--- config.mk ---
export PLATFORM = sky130hd
export DESIGN_NAME = lfc_mac
export DESIGN_NICKNAME = d
export VERILOG_FILES = /design/src/hw/rtl/log_ftl_fifo_cleaner_core_assert.svh /design/src/hw/rtl/lfc_mac.sv
export SDC_FILE = /design/constraint.sdc
export NUM_CORES = 1
export LEC_CHECK = 0
export ABC_AREA = 1
export BUFFER_PORTS_ARGS = -buffer_cell sky130_fd_sc_hd__buf_2
export CAP_MARGIN = 10
export CORE_AREA = 2 2 109 111
export CTS_CLUSTER_SIZE = 24
export DETAILED_ROUTE_END_ITERATION = 10
export DIE_AREA = 0 0 111 113
export GPL_ROUTABILITY_DRIVEN = 0
export GPL_TIMING_DRIVEN = 0
export HOLD_SLACK_MARGIN = 0.1
export PLACE_DENSITY = 0.64
export SLEW_MARGIN = 20
export SYNTH_ARGS = -nofsm -noshare
export SYNTH_HDL_FRONTEND = slang
export SYNTH_SLANG_ARGS = --single-unit
--- constraint.sdc ---
create_clock -name clock -period 5.4 [get_ports clock]
set_input_delay 0.54 -clock clock [delete_from_list [all_inputs] [get_ports clock]]
set_output_delay 0.54 -clock clock [all_outputs]
set_load 0.05 [all_outputs]
--- src/hw/rtl/log_ftl_fifo_cleaner_core_assert.svh ---
// assertion helpers for the log ftl cleaner core
`ifndef LOG_FTL_FIFO_CLEANER_CORE_ASSERT_SVH
`define LOG_FTL_FIFO_CLEANER_CORE_ASSERT_SVH

// same-cycle implication
`define LFC_ASSERT_NOW(lbl, clk, rst, ante, cons) \
   lbl: assert property (@(posedge clk) disable iff (rst) (ante) |-> (cons)) \
      else $error("lfc assertion failed");

// next-cycle implication
`define LFC_ASSERT_NXT(lbl, clk, rst, ante, cons) \
   lbl: assert property (@(posedge clk) disable iff (rst) (ante) |=> (cons)) \
      else $error("lfc assertion failed");

`endif

--- src/hw/rtl/lfc_mac.sv ---
`timescale 1ns / 1ps
`default_nettype none
module lfc_mac (
   input wire logic clock,
   input wire logic [12:0] mul_a,
   input wire logic [6:0] mul_b,
   input wire logic [6:0] add_c,
   output logic [19:0] res_ff
);
   // shared multiply-add, one registered result per cycle
   always_ff @(posedge clock) begin
      res_ff <= 20'(mul_a) * 20'(mul_b) + 20'(add_c);
   end
endmodule
`default_nettype wire

* Word level (Yosys, flattened, before mapping)
Cells that the tools add are included.
** Storage, ports and cells
- Latch bits :: 0
- Bits in read-only memories :: 0
- Memories :: 0
- Logic and storage cells :: 3
- Flip-flop bits (word level) :: 20
- Input bits :: 28
- Output and inout port bits :: 20
- Memory bits (writable) :: 0
** Cells by class
- Muxes and demuxes :: 0
- $lt $le $gt $ge :: 0
- Shift operators :: 0
- Add/sub/neg operators :: 1
- Multipliers :: 1
- Equality and inequality tests :: 0
- Bitwise logic cells :: 0
- Div/mod/pow operators :: 0
- Reductions and logical operators :: 0
** Operators by type and width (count)
- 20-bit by 7-bit adder with 20-bit output :: 1
- 13-bit by 7-bit multiplier with 20-bit output :: 1

* Longest topological paths before layout
- Depth after elaboration :: 2
- Gate-level depth with buffers :: 22
- Mapped depth without buffers :: 21

* Least setup slack after synthesis
OpenSTA, ideal clock, no wires.
- Path type :: input -> register
- Start :: input port mul_b[6]
- End :: register res_ff[19]
- Slack :: 1.208 ns
- Library setup time :: 0.112 ns
- Buffers on the path :: 1
- Data arrival time :: 4.080 ns
- Stages on the path :: 20
- Required time :: 5.288 ns
- Path through :: clkbuf_1 -> nand2_1 -> fa_1 -> fa_1 -> inv_1 -> fa_1 -> inv_1 -> fa_1 -> inv_1 -> ha_1 -> nand2_1 -> inv_1 -> nand2_1 -> nand2_1 -> nand2_1 -> nand3_2 -> nand2_2 -> nand2_1 -> nand2_1 -> nand2_1
** On the way
- Word-level cells in the longest chain between the ends :: 2
** RTL lines
- start: declaration :: line lfc_mac.sv:6 : input wire logic [6:0] mul_b,
- 13-bit by 7-bit multiplier with 20-bit output :: line lfc_mac.sv:12 : res_ff <= 20'(mul_a) * 20'(mul_b) + 20'(add_c);
- 20-bit by 7-bit adder with 20-bit output :: line lfc_mac.sv:12
- end signal: assignment :: line lfc_mac.sv:12
- end: declaration :: line lfc_mac.sv:8 : output logic [19:0] res_ff
Every way passes these cells.

* Final worst setup path
Same ends and word-level chain as after synthesis.

==> results.py <==
metrics = {
    "outcome": {
        "status": "finished clean",
    },
    "flow_run": {
        "drv_cap": 0,
    },
    "yosys": {
        "synth_enable_flop_cells": 0,
        "synth_top_flop_cell": "dfxtp_1",
        "synth_fp_nets": 681,
        "async_flop_share_pct": 0,
        "syn-instance-count": 546,
        "synth_cell_types": 21,
        "ys_ff_latch": 20,
        "synth.avg_cell_area_um2": 7.17,
        "yosysSeqAreaShare_pct": 10.2,
        "ys_warn_count": 0,
        "synth_area_mm2": 0.00391,
    },
    "route": {
        "via_per_inst": 4.39,
        "wl_per_cell_um": 10.9,
        "num_vias": 3252,
        "drc": 0,
        "drtIter0Drc": 112,
        "drt-total-wl_mm": 8.09,
        "drtAntennaViolNets": 0,
        "firstDrtPassIters": 5,
    },
    "timing": {
        "finalHoldViolations": 0,
        "fin_ws_ns": 0.878,
        "max_freq_mhz": 221,
        "setup_viol": 0,
        "slew_headroom_pct": 61.2,
        "finalCritPeriodShare_pct": 83.7,
        "post-route-min-period_ns": 4.52,
        "setup_tns_ns": 0,
        "slew_violations": 0,
        "rsz0062_at_grt": "false",
        "tightest_slew_ns": 0.582,
    },
    "cts": {
        "hold_buffers": 0,
        "post_cts_resized": 0,
        "h-tree-depth": 1,
        "cts_tree": "done",
        "post_cts_buffers": 0,
        "cts.sinks": 20,
        "cts_buffer_depth": 2,
        "ctsRootBufferMaster": "clkbuf_16",
        "numCtsBuffers": 3,
        "cts.clk_slew.worst_paths_ns": 0.05,
    },
    "pwr": {
        "vdd_drop_max_uv": 379,
        "p_leak_uw": 0.00293,
        "pwr_density_cell_mw_per_mm2": 450,
        "total_power_uw": 1990,
    },
    "critical_path": {
        "end_kind": "flop",
        "worstSetupPathType": "input port to flop",
        "crit_required_ns": 5.55,
        "crit_path_start_kind": "input port",
        "cp_max_fo": 10,
        "cp.arrival_ns": 4.67,
    },
    "placed_design": {
        "post-place-ws_ns": 0.631,
        "placed_area_mm2": 0.00433,
        "io_buffers": 47,
        "placedCellCount": 736,
        "dp_hpwl_mm": 7.10,
    },
    "grt": {
        "antenna_found_initial": 0,
        "grt_max_degree": 12,
        "grt_pass1_wl_mm": 15.2,
        "track_usage_pct": 14.3,
        "grt_pass1_vias": 3588,
        "grt_overflow": 0,
    },
    "floorplan": {
        "start_util_pct": 34.7,
        "dieHeight_um": 113,
        "die_area_mm2": 0.0125,
        "num_rows": 39,
        "ios": 48,
        "die_x_um": 111,
        "core-area_mm2": 0.0113,
    },
    "min_path": {
        "hold_class": "input port to flop",
        "hold_depth": 2,
    },
    "finish": {
        "largest_register_ffs": 20,
        "regMostFlops": "res_ff",
        "top_regs": "res_ff x20",
        "final_cells": 740,
        "area_growth_pct": 12.9,
        "diodes": 0,
        "finalNetCount": 733,
        "design_area_mm2": 0.00442,
        "post_route_cells_drive_above_1_share_pct": 11.7,
    },
}
## cells in the final DEF, fill, tap and decap left out
cell and n:
nand3_2 1, buf_2 47, o21ai_2 1, nor3_1 2, clkbuf_8 1, nor2_2 4, o21ai_0 5, fa_1 61
a21oi_1 13, clkbuf_16 3, dfxtp_1 20, and2_1 1, nand2_2 9, nor3_2 1, xnor2_1 3, xor2_1 6
ha_1 46, nor2_1 13, inv_1 182, nand3_1 12, a21oi_2 1, inv_2 2, clkbuf_1 7, nand2_1 156
## layer usage
metal  vias to the layer above  global-route usage, %  part of all wire [%]
met2                        69                   27.6                    50
met4                         0                   2.25                  0.98
met3                         8                   1.98                   4.2
met5                         -                      0                     0
met1                      1539                   17.2                    45
li1                       1636                      -                     -
## cell type report
cell class / instances / area [um2]
Buffer: 7 / 26.3
Timing Repair Buffer: 47 / 235
Sequential cell: 20 / 400
Fill cell: 1200 / 6860
Clock buffer: 4 / 88.8
Tap cell: 143 / 179
Multi-Input combinational cell: 335 / 2800
Inverter: 184 / 691
## cells in the mapped netlist, drive strengths merged (3+ instances only)
| master | instances | share of area (%) |
|---|---|---|
| clkbuf | 7 | 0.67 |
| xnor2 | 3 | 0.67 |
| inv | 184 | 18 |
| nor3 | 3 | 0.51 |
| fa | 61 | 31 |
| ha | 46 | 15 |
| o21ai | 6 | 0.86 |
| nor2 | 17 | 1.9 |
| a21oi | 14 | 1.9 |
| nand2 | 165 | 16 |
| dfxtp | 20 | 10 |
| xor2 | 6 | 1.3 |
| nand3 | 13 | 1.8 |
## power by group
group	leakage, uW	internal [uW]	total [uW]	switching (uW)
sequential	0.000168	232	247	15.7
combinational	0.00272	517	1580	1060
clock	0.0000442	113	163	50.4
total	0.00293	861	1990	1130
## critical path, stage by stage
cell and delay (ns):
buf_2 0.13, clkbuf_1 0.42, nand2_1 0.15, fa_1 0.53, fa_1 0.54, inv_1 0.07, fa_1 0.54, inv_1 0.06
fa_1 0.53, inv_1 0.04, ha_1 0.35, nand2_1 0.14, inv_1 0.05, nand2_1 0.06, nand2_1 0.06, nand2_1 0.09
nand3_2 0.14, nand2_2 0.10, nand2_1 0.05, nand2_1 0.05, nand2_1 0.04
## final timing paths
check | start | endpoint | slack [ns]
hold / removal | add_c[0] | res_ff[0]$_DFF_P_ | 0.53
setup / recovery | mul_b[6] | res_ff[19]$_DFF_P_ | 0.88
## per-stage QoR
step	util (%)	hold slack, ns
2_1_floorplan	-	0.670
3_3_place_gp	38.4	0.762
3_5_place_dp	38.4	0.781
4_1_cts	39.2	0.529
5_1_grt	39.2	0.545
6_report	39.2	0.535
## kinds of logic after synthesis
family          Yosys count  synth area share, %
buf+inv                 191                 18.3
fa+ha+maj               107                 45.9
flops                    20                 10.2
xor+xnor                  9                 2.01
compound gates           20                 2.75
simple gates            199                 20.8
(Power assumes the default switching activity.)
